## config.mk

```make
export PLATFORM = sky130hd
export DESIGN_NAME = priority_ticket_queue_core
export DESIGN_NICKNAME = d
export VERILOG_FILES = /design/src/hw/rtl/ptq_pkg.sv /design/src/hw/rtl/priority_ticket_queue_core.sv
export SDC_FILE = /design/constraint.sdc
export NUM_CORES = 2
export LEC_CHECK = 0
export ABC_AREA = 1
export BUFFER_PORTS_ARGS = -buffer_cell sky130_fd_sc_hd__buf_2
export CELL_PAD_IN_SITES_DETAIL_PLACEMENT = 1
export CELL_PAD_IN_SITES_GLOBAL_PLACEMENT = 1
export CORE_MARGIN = 4
export CORE_UTILIZATION = 50
export DETAILED_ROUTE_END_ITERATION = 10
export HOLD_SLACK_MARGIN = 0.12
export PLACE_DENSITY_LB_ADDON = 0.3
export SLEW_MARGIN = 20
export SYNTH_ARGS = -nofsm -noshare
export SYNTH_HDL_FRONTEND = slang
export SYNTH_SLANG_ARGS = --single-unit
export TNS_END_PERCENT = 20
```

## constraint.sdc

```tcl
create_clock -name clk -period 13.2 [get_ports clk]
set_input_delay 2.64 -clock clk [delete_from_list [all_inputs] [get_ports clk]]
set_output_delay 2.64 -clock clk [all_outputs]
set_load 0.01 [all_outputs]
```

## src/hw/rtl/ptq_pkg.sv

```systemverilog
// shared types and constants for the priority ticket queue
// no dependencies; imported by priority_ticket_queue_core
package ptq_pkg;

  // queue geometry
  localparam int QUEUE_DEPTH = 16;
  localparam int IDX_W       = $clog2(QUEUE_DEPTH);
  localparam int CNT_W       = $clog2(QUEUE_DEPTH + 1);

  // priority given to a freshly inserted ticket, and the priority value that set priority rejects
  localparam logic [1:0] PRIO_BASE = 2'd1;
  localparam logic [1:0] PRIO_NONE = 2'd0;

  // command codes
  typedef enum logic [1:0] {
    OP_INSERT   = 2'd0,
    OP_SET_PRIO = 2'd1,
    OP_POP      = 2'd2,
    OP_SEARCH   = 2'd3
  } op_t;

  // result status codes
  typedef enum logic [2:0] {
    STAT_OK       = 3'd0,
    STAT_DUP      = 3'd1,
    STAT_NOTFOUND = 3'd2,
    STAT_EMPTY    = 3'd3,
    STAT_FULL     = 3'd4,
    STAT_BADPRIO  = 3'd5
  } status_t;

  // sequencer states
  typedef enum logic [3:0] {
    S_IDLE,
    S_FIND_RD,
    S_FIND_CK,
    S_POP_CK,
    S_SHIFT_DN_RD,
    S_SHIFT_DN_WR,
    S_SLOT_RD,
    S_SLOT_CK,
    S_SHIFT_UP_RD,
    S_SHIFT_UP_WR,
    S_PLACE,
    S_DONE
  } state_t;

  // one queue slot
  typedef struct packed {
    logic [31:0] id;
    logic [1:0]  prio;
    logic [31:0] stamp;
  } entry_t;

  // command word
  typedef struct packed {
    op_t         op;
    logic [31:0] ticket_id;
    logic [1:0]  new_priority;
    logic [31:0] now_stamp;
  } in_word_t;

  // result word
  typedef struct packed {
    status_t          status;
    logic [31:0]      out_id;
    logic [1:0]       out_priority;
    logic [31:0]      out_stamp;
    logic [CNT_W-1:0] occupancy;
  } out_word_t;

endpackage

```

## src/hw/rtl/priority_ticket_queue_core.sv

```systemverilog
// priority ticket queue: ordered slot memory walked by one compare/shift sequencer
// depends on ptq_pkg
//
// insert and search scan the held slots for the id; pop shifts the held slots down;
// set priority scans the queue twice;
// empty pop and bad priority go straight to done without a scan
// throughput: one command at a time, the next taken the cycle after its result word loads;
// a stalled result word holds the sequencer in done
// reset: entry count cleared, sequencer idle, no result pending; slot contents unset
module priority_ticket_queue_core
  import ptq_pkg::*;
(
  input  logic      clk,
  input  logic      rst_n,
  input  logic      in_valid,
  output logic      in_stall,
  input  in_word_t  in_word,
  output logic      out_valid,
  input  logic      out_stall,
  output out_word_t out_word
);

  state_t           state_r, state_nxt;
  in_word_t         cmd_r, cmd_nxt;
  logic [CNT_W-1:0] idx_r, idx_nxt;
  logic [CNT_W-1:0] slot_r, slot_nxt;
  logic [CNT_W-1:0] count_r, count_nxt;
  out_word_t        res_r, res_nxt;
  out_word_t        out_word_r, out_word_nxt;
  logic             out_valid_r, out_valid_nxt;

  // slot memory
  entry_t           mem [QUEUE_DEPTH];
  entry_t           rd_data_r;
  logic [IDX_W-1:0] rd_addr;
  logic             mem_we;
  logic [IDX_W-1:0] wr_addr;
  entry_t           wr_data;

  logic             in_acc;
  logic             res_free;
  logic             at_end;
  logic             shift_end;
  logic             slot_hit;
  logic             id_hit;
  logic             goes_before;
  logic             full;
  logic [CNT_W-1:0] idx_p1;
  logic [CNT_W-1:0] idx_m1;
  entry_t           new_entry;

  assign in_stall  = (state_r != S_IDLE);
  assign in_acc    = in_valid && !in_stall;
  assign res_free  = !out_valid_r || !out_stall;
  assign out_valid = out_valid_r;
  assign out_word  = out_word_r;

  // compare unit shared by all passes
  assign idx_p1      = idx_r + CNT_W'(1);
  assign idx_m1      = idx_r - CNT_W'(1);
  assign at_end      = (idx_r == count_r);
  assign shift_end   = (idx_p1 >= count_r);
  assign slot_hit    = (idx_r == slot_r);
  assign full        = (count_r == CNT_W'(QUEUE_DEPTH));
  assign id_hit      = (rd_data_r.id == cmd_r.ticket_id);
  assign goes_before = (cmd_r.new_priority > rd_data_r.prio) ||
                       ((cmd_r.new_priority == rd_data_r.prio) &&
                        (cmd_r.now_stamp < rd_data_r.stamp));
  assign new_entry   = '{id: cmd_r.ticket_id, prio: cmd_r.new_priority,
                         stamp: cmd_r.now_stamp};

  // memory write and registered read
  always_ff @(posedge clk) begin
    if (mem_we) begin
      mem[wr_addr] <= wr_data;
    end
    rd_data_r <= mem[rd_addr];
  end

  // next state
  always_comb begin
    state_nxt = state_r;
    unique case (state_r)
      S_IDLE: begin
        if (in_acc) begin
          unique case (in_word.op)
            OP_INSERT, OP_SEARCH: state_nxt = S_FIND_RD;
            OP_SET_PRIO: state_nxt = (in_word.new_priority == PRIO_NONE) ? S_DONE : S_FIND_RD;
            OP_POP:      state_nxt = (count_r == '0) ? S_DONE : S_POP_CK;
          endcase
        end
      end
      S_FIND_RD:     state_nxt = at_end ? S_DONE : S_FIND_CK;
      S_FIND_CK: begin
        if (!id_hit) begin
          state_nxt = S_FIND_RD;
        end else if (cmd_r.op == OP_SET_PRIO) begin
          state_nxt = S_SHIFT_DN_RD;
        end else begin
          state_nxt = S_DONE;
        end
      end
      S_POP_CK:      state_nxt = S_SHIFT_DN_RD;
      S_SHIFT_DN_RD: begin
        if (!shift_end) begin
          state_nxt = S_SHIFT_DN_WR;
        end else begin
          state_nxt = (cmd_r.op == OP_POP) ? S_DONE : S_SLOT_RD;
        end
      end
      S_SHIFT_DN_WR: state_nxt = S_SHIFT_DN_RD;
      S_SLOT_RD:     state_nxt = at_end ? S_SHIFT_UP_RD : S_SLOT_CK;
      S_SLOT_CK:     state_nxt = goes_before ? S_SHIFT_UP_RD : S_SLOT_RD;
      S_SHIFT_UP_RD: state_nxt = slot_hit ? S_PLACE : S_SHIFT_UP_WR;
      S_SHIFT_UP_WR: state_nxt = S_SHIFT_UP_RD;
      S_PLACE:       state_nxt = S_DONE;
      S_DONE:        state_nxt = res_free ? S_IDLE : S_DONE;
      default:       state_nxt = S_IDLE;
    endcase
  end

  // datapath and outputs
  always_comb begin
    cmd_nxt       = cmd_r;
    idx_nxt       = idx_r;
    slot_nxt      = slot_r;
    count_nxt     = count_r;
    res_nxt       = res_r;
    out_word_nxt  = out_word_r;
    out_valid_nxt = out_valid_r && out_stall;
    mem_we        = 1'b0;
    wr_addr       = idx_r[IDX_W-1:0];
    wr_data       = rd_data_r;
    rd_addr       = idx_r[IDX_W-1:0];
    unique case (state_r)
      S_IDLE: begin
        // head is read ahead for pop
        rd_addr = '0;
        if (in_acc) begin
          cmd_nxt = in_word;
          idx_nxt = '0;
          res_nxt = '{status: STAT_OK, out_id: '0, out_priority: PRIO_NONE,
                      out_stamp: '0, occupancy: '0};
          if (in_word.op == OP_SET_PRIO && in_word.new_priority == PRIO_NONE) begin
            res_nxt.status = STAT_BADPRIO;
          end
          if (in_word.op == OP_POP && count_r == '0) begin
            res_nxt.status = STAT_EMPTY;
          end
        end
      end
      S_FIND_RD: begin
        // id absent: insert appends at the tail unless full, others report not found
        if (at_end) begin
          if (cmd_r.op != OP_INSERT) begin
            res_nxt.status = STAT_NOTFOUND;
          end else if (full) begin
            res_nxt.status = STAT_FULL;
          end else begin
            mem_we    = 1'b1;
            wr_addr   = count_r[IDX_W-1:0];
            wr_data   = '{id: cmd_r.ticket_id, prio: PRIO_BASE, stamp: cmd_r.now_stamp};
            count_nxt = count_r + CNT_W'(1);
          end
        end
      end
      S_FIND_CK: begin
        if (!id_hit) begin
          idx_nxt = idx_p1;
        end else if (cmd_r.op == OP_INSERT) begin
          res_nxt.status = STAT_DUP;
        end else if (cmd_r.op == OP_SEARCH) begin
          res_nxt.out_id       = rd_data_r.id;
          res_nxt.out_priority = rd_data_r.prio;
          res_nxt.out_stamp    = rd_data_r.stamp;
        end
      end
      S_POP_CK: begin
        res_nxt.out_id       = rd_data_r.id;
        res_nxt.out_priority = rd_data_r.prio;
        res_nxt.out_stamp    = rd_data_r.stamp;
      end
      S_SHIFT_DN_RD: begin
        // close the gap at idx
        rd_addr = idx_p1[IDX_W-1:0];
        if (shift_end) begin
          count_nxt = count_r - CNT_W'(1);
          idx_nxt   = '0;
        end
      end
      S_SHIFT_DN_WR: begin
        mem_we  = 1'b1;
        idx_nxt = idx_p1;
      end
      S_SLOT_RD: begin
        if (at_end) begin
          slot_nxt = idx_r;
          idx_nxt  = count_r;
        end
      end
      S_SLOT_CK: begin
        if (goes_before) begin
          slot_nxt = idx_r;
          idx_nxt  = count_r;
        end else begin
          idx_nxt = idx_p1;
        end
      end
      S_SHIFT_UP_RD: begin
        // open a gap at the slot, from the tail down
        rd_addr = idx_m1[IDX_W-1:0];
      end
      S_SHIFT_UP_WR: begin
        mem_we  = 1'b1;
        idx_nxt = idx_m1;
      end
      S_PLACE: begin
        mem_we    = 1'b1;
        wr_addr   = slot_r[IDX_W-1:0];
        wr_data   = new_entry;
        count_nxt = count_r + CNT_W'(1);
      end
      S_DONE: begin
        if (res_free) begin
          out_word_nxt           = res_r;
          out_word_nxt.occupancy = count_r;
          out_valid_nxt          = 1'b1;
        end
      end
      default: begin
        rd_addr = idx_r[IDX_W-1:0];
      end
    endcase
  end

  // control registers
  always_ff @(posedge clk) begin
    if (!rst_n) begin
      state_r     <= S_IDLE;
      count_r     <= '0;
      out_valid_r <= 1'b0;
    end else begin
      state_r     <= state_nxt;
      count_r     <= count_nxt;
      out_valid_r <= out_valid_nxt;
    end
  end

  // payload registers
  always_ff @(posedge clk) begin
    cmd_r      <= cmd_nxt;
    idx_r      <= idx_nxt;
    slot_r     <= slot_nxt;
    res_r      <= res_nxt;
    out_word_r <= out_word_nxt;
  end

  // occupancy never exceeds the slot count
  a_count_bound: assert property (@(posedge clk) disable iff (!rst_n)
    count_r <= CNT_W'(QUEUE_DEPTH))
    else $error("entry count above queue depth");

  // one command changes occupancy by at most one
  a_count_step: assert property (@(posedge clk) disable iff (!rst_n)
    $past(rst_n) |-> (count_r == $past(count_r) ||
                      count_r == $past(count_r) + CNT_W'(1) ||
                      count_r + CNT_W'(1) == $past(count_r)))
    else $error("entry count jumped");

  // a new result word comes only out of the done state
  a_result_src: assert property (@(posedge clk) disable iff (!rst_n)
    $past(rst_n) && $rose(out_valid_r) |-> $past(state_r) == S_DONE)
    else $error("result word raised outside done state");

  // shift-down writes stay inside the held slots
  a_shift_dn_range: assert property (@(posedge clk) disable iff (!rst_n)
    state_r == S_SHIFT_DN_WR |-> idx_p1 < count_r)
    else $error("shift-down write past the tail");

endmodule
```

==> summary.md <==
| Metric | Value |
|---|---|
| Status | `completed` |
| DR WL/cell | `24.4 um` |
| Endpoint class of the critical path | `register` |
| Critical Path RT | `13.86 ns` |
| DRT iter0 DRCs | `3,784` |
| Final slew viol count | `0` |
| Startpoint types | `register` |
| Total global-route track usage | `26.0%` |
| DIE WIDTH | `341 um` |
| Rel. slew slack | `17.5%` |
| Via density | `5.74` |
| CTS tree | `built` |
| CP arrival | `6.15 ns` |
| Setup TNS | `0 ns` |
| Yosys warning total | `0` |
| Crit-path max FO | `70` |
| Antenna Nets Post-Route | `0` |
| CTS Buf Count | `143` |
| Core Area | `0.109 mm2` |
| Hold endpoint | `out_word[17]$_DFFE_PP_` |
| R2r startpoint | `idx_r[0]$_DFFE_PP_` |
| FF-to-FF path depth | `13` |
| Post-CTS Setup Bufs | `0` |
| Routed WL | `152,000 um` |
| H-tree levels | `4` |
| Grt total ovfl | `0` |
| Final period utilization | `41.6%` |
| Final Hold Viols | `0` |
| RSZ-0062 raised after global routing | `no` |
| Quantity of I/O buffers inserted on ports | `147` |
| Sequential-to-total area share from yosys stat | `72.0%` |
| Gpl congestion | `0.874` |
| PD cells | `243 mW/mm2` |
| Io pins | `148` |
| Clock insertion delay at the later pin of the skew report | `0.75 ns` |
| CTS sink cnt | `1,353` |
| Avg Cell Area, Syn | `12.3 um2` |
| Row cnt | `121` |
| Max Clk Rate | `182 MHz` |
| Largest net degree at the start of global routing | `246` |
| Mapped Nets | `4,636` |
| Initial antenna violation count | `3` |
| First-pass GRT wire length | `230,000 um` |
| Clock slew at reported path FFs | `0.06 ns` |
| Starting Density | `50.6%` |
| Clock Tree Root | `clkbuf_16` |
| VDD IR max | `0.219 mV` |
| Vias in the first global route | `37,751` |
| EDFF count, synth | `1,277` |
| Final HPWL DP | `85,300 um` |
| Max-cap viol count | `0` |
| # setup viols final | `0` |
| Worst Hold Path Cells | `0` |
| Layout Nets | `4,743` |
| Minimum clock period | `5.49 ns` |
| Post-Syn Instances | `4,518` |
| Async SR Flop Fraction | `0%` |
| Post-route DRC violation count | `0` |
| Distinct cell type count after synthesis | `39` |
| Final Non-Filler Cells | `6,219` |
| Initial DRT Pass Iterations | `6` |
| Crit Path Class | `register to register` |
| Placed cells | `5,956` |
| Lkg Pwr | `23.1 nW` |
| Die area | `0.116 mm2` |
| Synthesis-to-layout area growth | `11.9%` |
| Synthesized flop and latch total | `1,353` |
| Setup Skew | `0.0430 ns` |
| Predominant post-synthesis flop cell | `edfxtp_1` |
| CTS Hold Bufs | `0` |
| Hold WC Path Type | `register to register` |
| Die Height | `341 um` |
| Share of layout cells above drive strength 1 | `9.36%` |
| Synthesized area | `0.0554 mm2` |
| Hold Path Origin | `res_r[17]$_SDFFCE_PN0P_` |
| FF-to-FF setup slack | `7.71 ns` |
| Post-cts resize count | `0` |
| Clk buf depth | `3` |
| Via count | `35,691` |
| Slew @ Worst Pin | `1.24 ns` |
| Worst r2r dst | `rd_data_r[38]$_DFF_P_` |
## placed cells by master (no fill, tap or decap), types with 19 or more instances in the layout
master     count
edfxtp_1    1277
nand2_1      848
inv_1        742
o211ai_1     535
nand3_1      423
clkbuf_16    147
buf_2        147
nor2_1       119
dfxtp_1       76
buf_4         49
ha_1          45
o21ai_0       42
clkbuf_1      41
o21ai_1       40
a21oi_1       28
clkinv_2      26
nor2_4        19
clkinv_1      19
## cells by family after synthesis
family / after synthesis / share of synthesized area, %
and+or+nand+nor: 1440 / 10.9
DFF: 1353 / 72.0
buffers and inverters: 989 / 7.15
AOI/OAI and AO/OA: 664 / 8.50
adders and majority gates: 46 / 1.05
xor gates and xnor gates: 26 / 0.411
## registers in the layout (all words and copies together), names as in the netlist
signal and count:
idx_r 5, mem 1056, count_r 5, cmd_r 68, slot_r 5, rd_data_r 66, state_r 4, out_word 74
out_valid 1, res_r 69
## Yosys cell counts, types with 10 or more instances
| library cell | number | area, um2 |
|---|---|---|
| ha_1 | 45 | 563 |
| clkbuf_1 | 68 | 255 |
| xnor2_1 | 16 | 140 |
| a21oi_1 | 28 | 140 |
| o21ai_0 | 42 | 210 |
| nand4_1 | 13 | 81.3 |
| o21ai_1 | 42 | 210 |
| nand2_1 | 849 | 3190 |
| inv_1 | 744 | 2790 |
| buf_2 | 137 | 686 |
| dfxtp_1 | 76 | 1520 |
| nand3_1 | 423 | 2120 |
| xor2_1 | 10 | 87.6 |
| o211ai_1 | 535 | 4020 |
| edfxtp_1 | 1277 | 38300 |
| buf_4 | 19 | 143 |
| buf_1 | 11 | 41.3 |
| nor2_1 | 136 | 510 |
## layout make-up
class	instances	area (um2)
clock inverter	58	458
fill	11022	47500
clock buffer	204	4050
multi-input combinational	2176	11700
sequential	1353	39900
inverter	750	2830
tap	1476	1850
timing repair buffer	201	1190
antenna	1	2.50
## through the flow
step | hold slack, ns | total power [mW] | cell area, um2 | util, % | setup slack [ns]
2_1_floorplan | 0.400 | 9.42 | 55400 | - | 4.82
3_3_place_gp | 0.400 | 10.8 | 57400 | 52.5 | 7.90
3_5_place_dp | 0.406 | 11.1 | 57500 | 52.5 | 7.77
4_1_cts | 0.415 | 15.1 | 62000 | 56.6 | 7.75
5_1_grt | 0.422 | 15.9 | 62000 | 56.6 | 7.39
6_report | 0.414 | 15.1 | 62000 | 56.6 | 7.71
## power breakdown
group	switching, mW	internal (mW)
logic	3.92	1.32
clock network	1.62	2.25
registers	0.209	5.72
## metal layers
metal,part of all wire [%],GRT usage (%),wire length [um],up-vias
li1,-,-,-,16021
met1,41,35.2,62600,18063
met2,49,43.9,75000,1353
met3,6.7,3.57,10100,254
met4,2.7,8.29,4120,0
met5,0,0,0,-
## critical path, stage by stage, from the launching register on
cell	delay, ns
edfxtp_1	0.51
inv_1	0.22
ha_1	0.40
nand2_1	0.09
o211ai_1	0.12
o21ai_4	0.08
buf_4	0.75
buf_4	0.90
buf_4	0.79
buf_4	0.84
o211ai_1	0.19
nand3_1	0.14
nand3_1	0.16
nand2_1	0.14
## worst max-delay path by stage
stage	from	to	slack (ns)	cells past startpoint
finish	idx_r[0]$_DFFE_PP_	rd_data_r[38]$_DFF_P_	7.71	13
global route	idx_r[0]$_DFFE_PP_	rd_data_r[44]$_DFF_P_	7.39	13
CTS	idx_r[0]$_DFFE_PP_	rd_data_r[38]$_DFF_P_	7.75	13
detailed placement	idx_r[0]$_DFFE_PP_	rd_data_r[38]$_DFF_P_	7.77	13
global placement	idx_r[0]$_DFFE_PP_	rd_data_r[38]$_DFF_P_	7.90	13
floorplan	out_stall	out_word[0]$_DFFE_PP_	4.82	3
(Power assumes the default switching activity.)
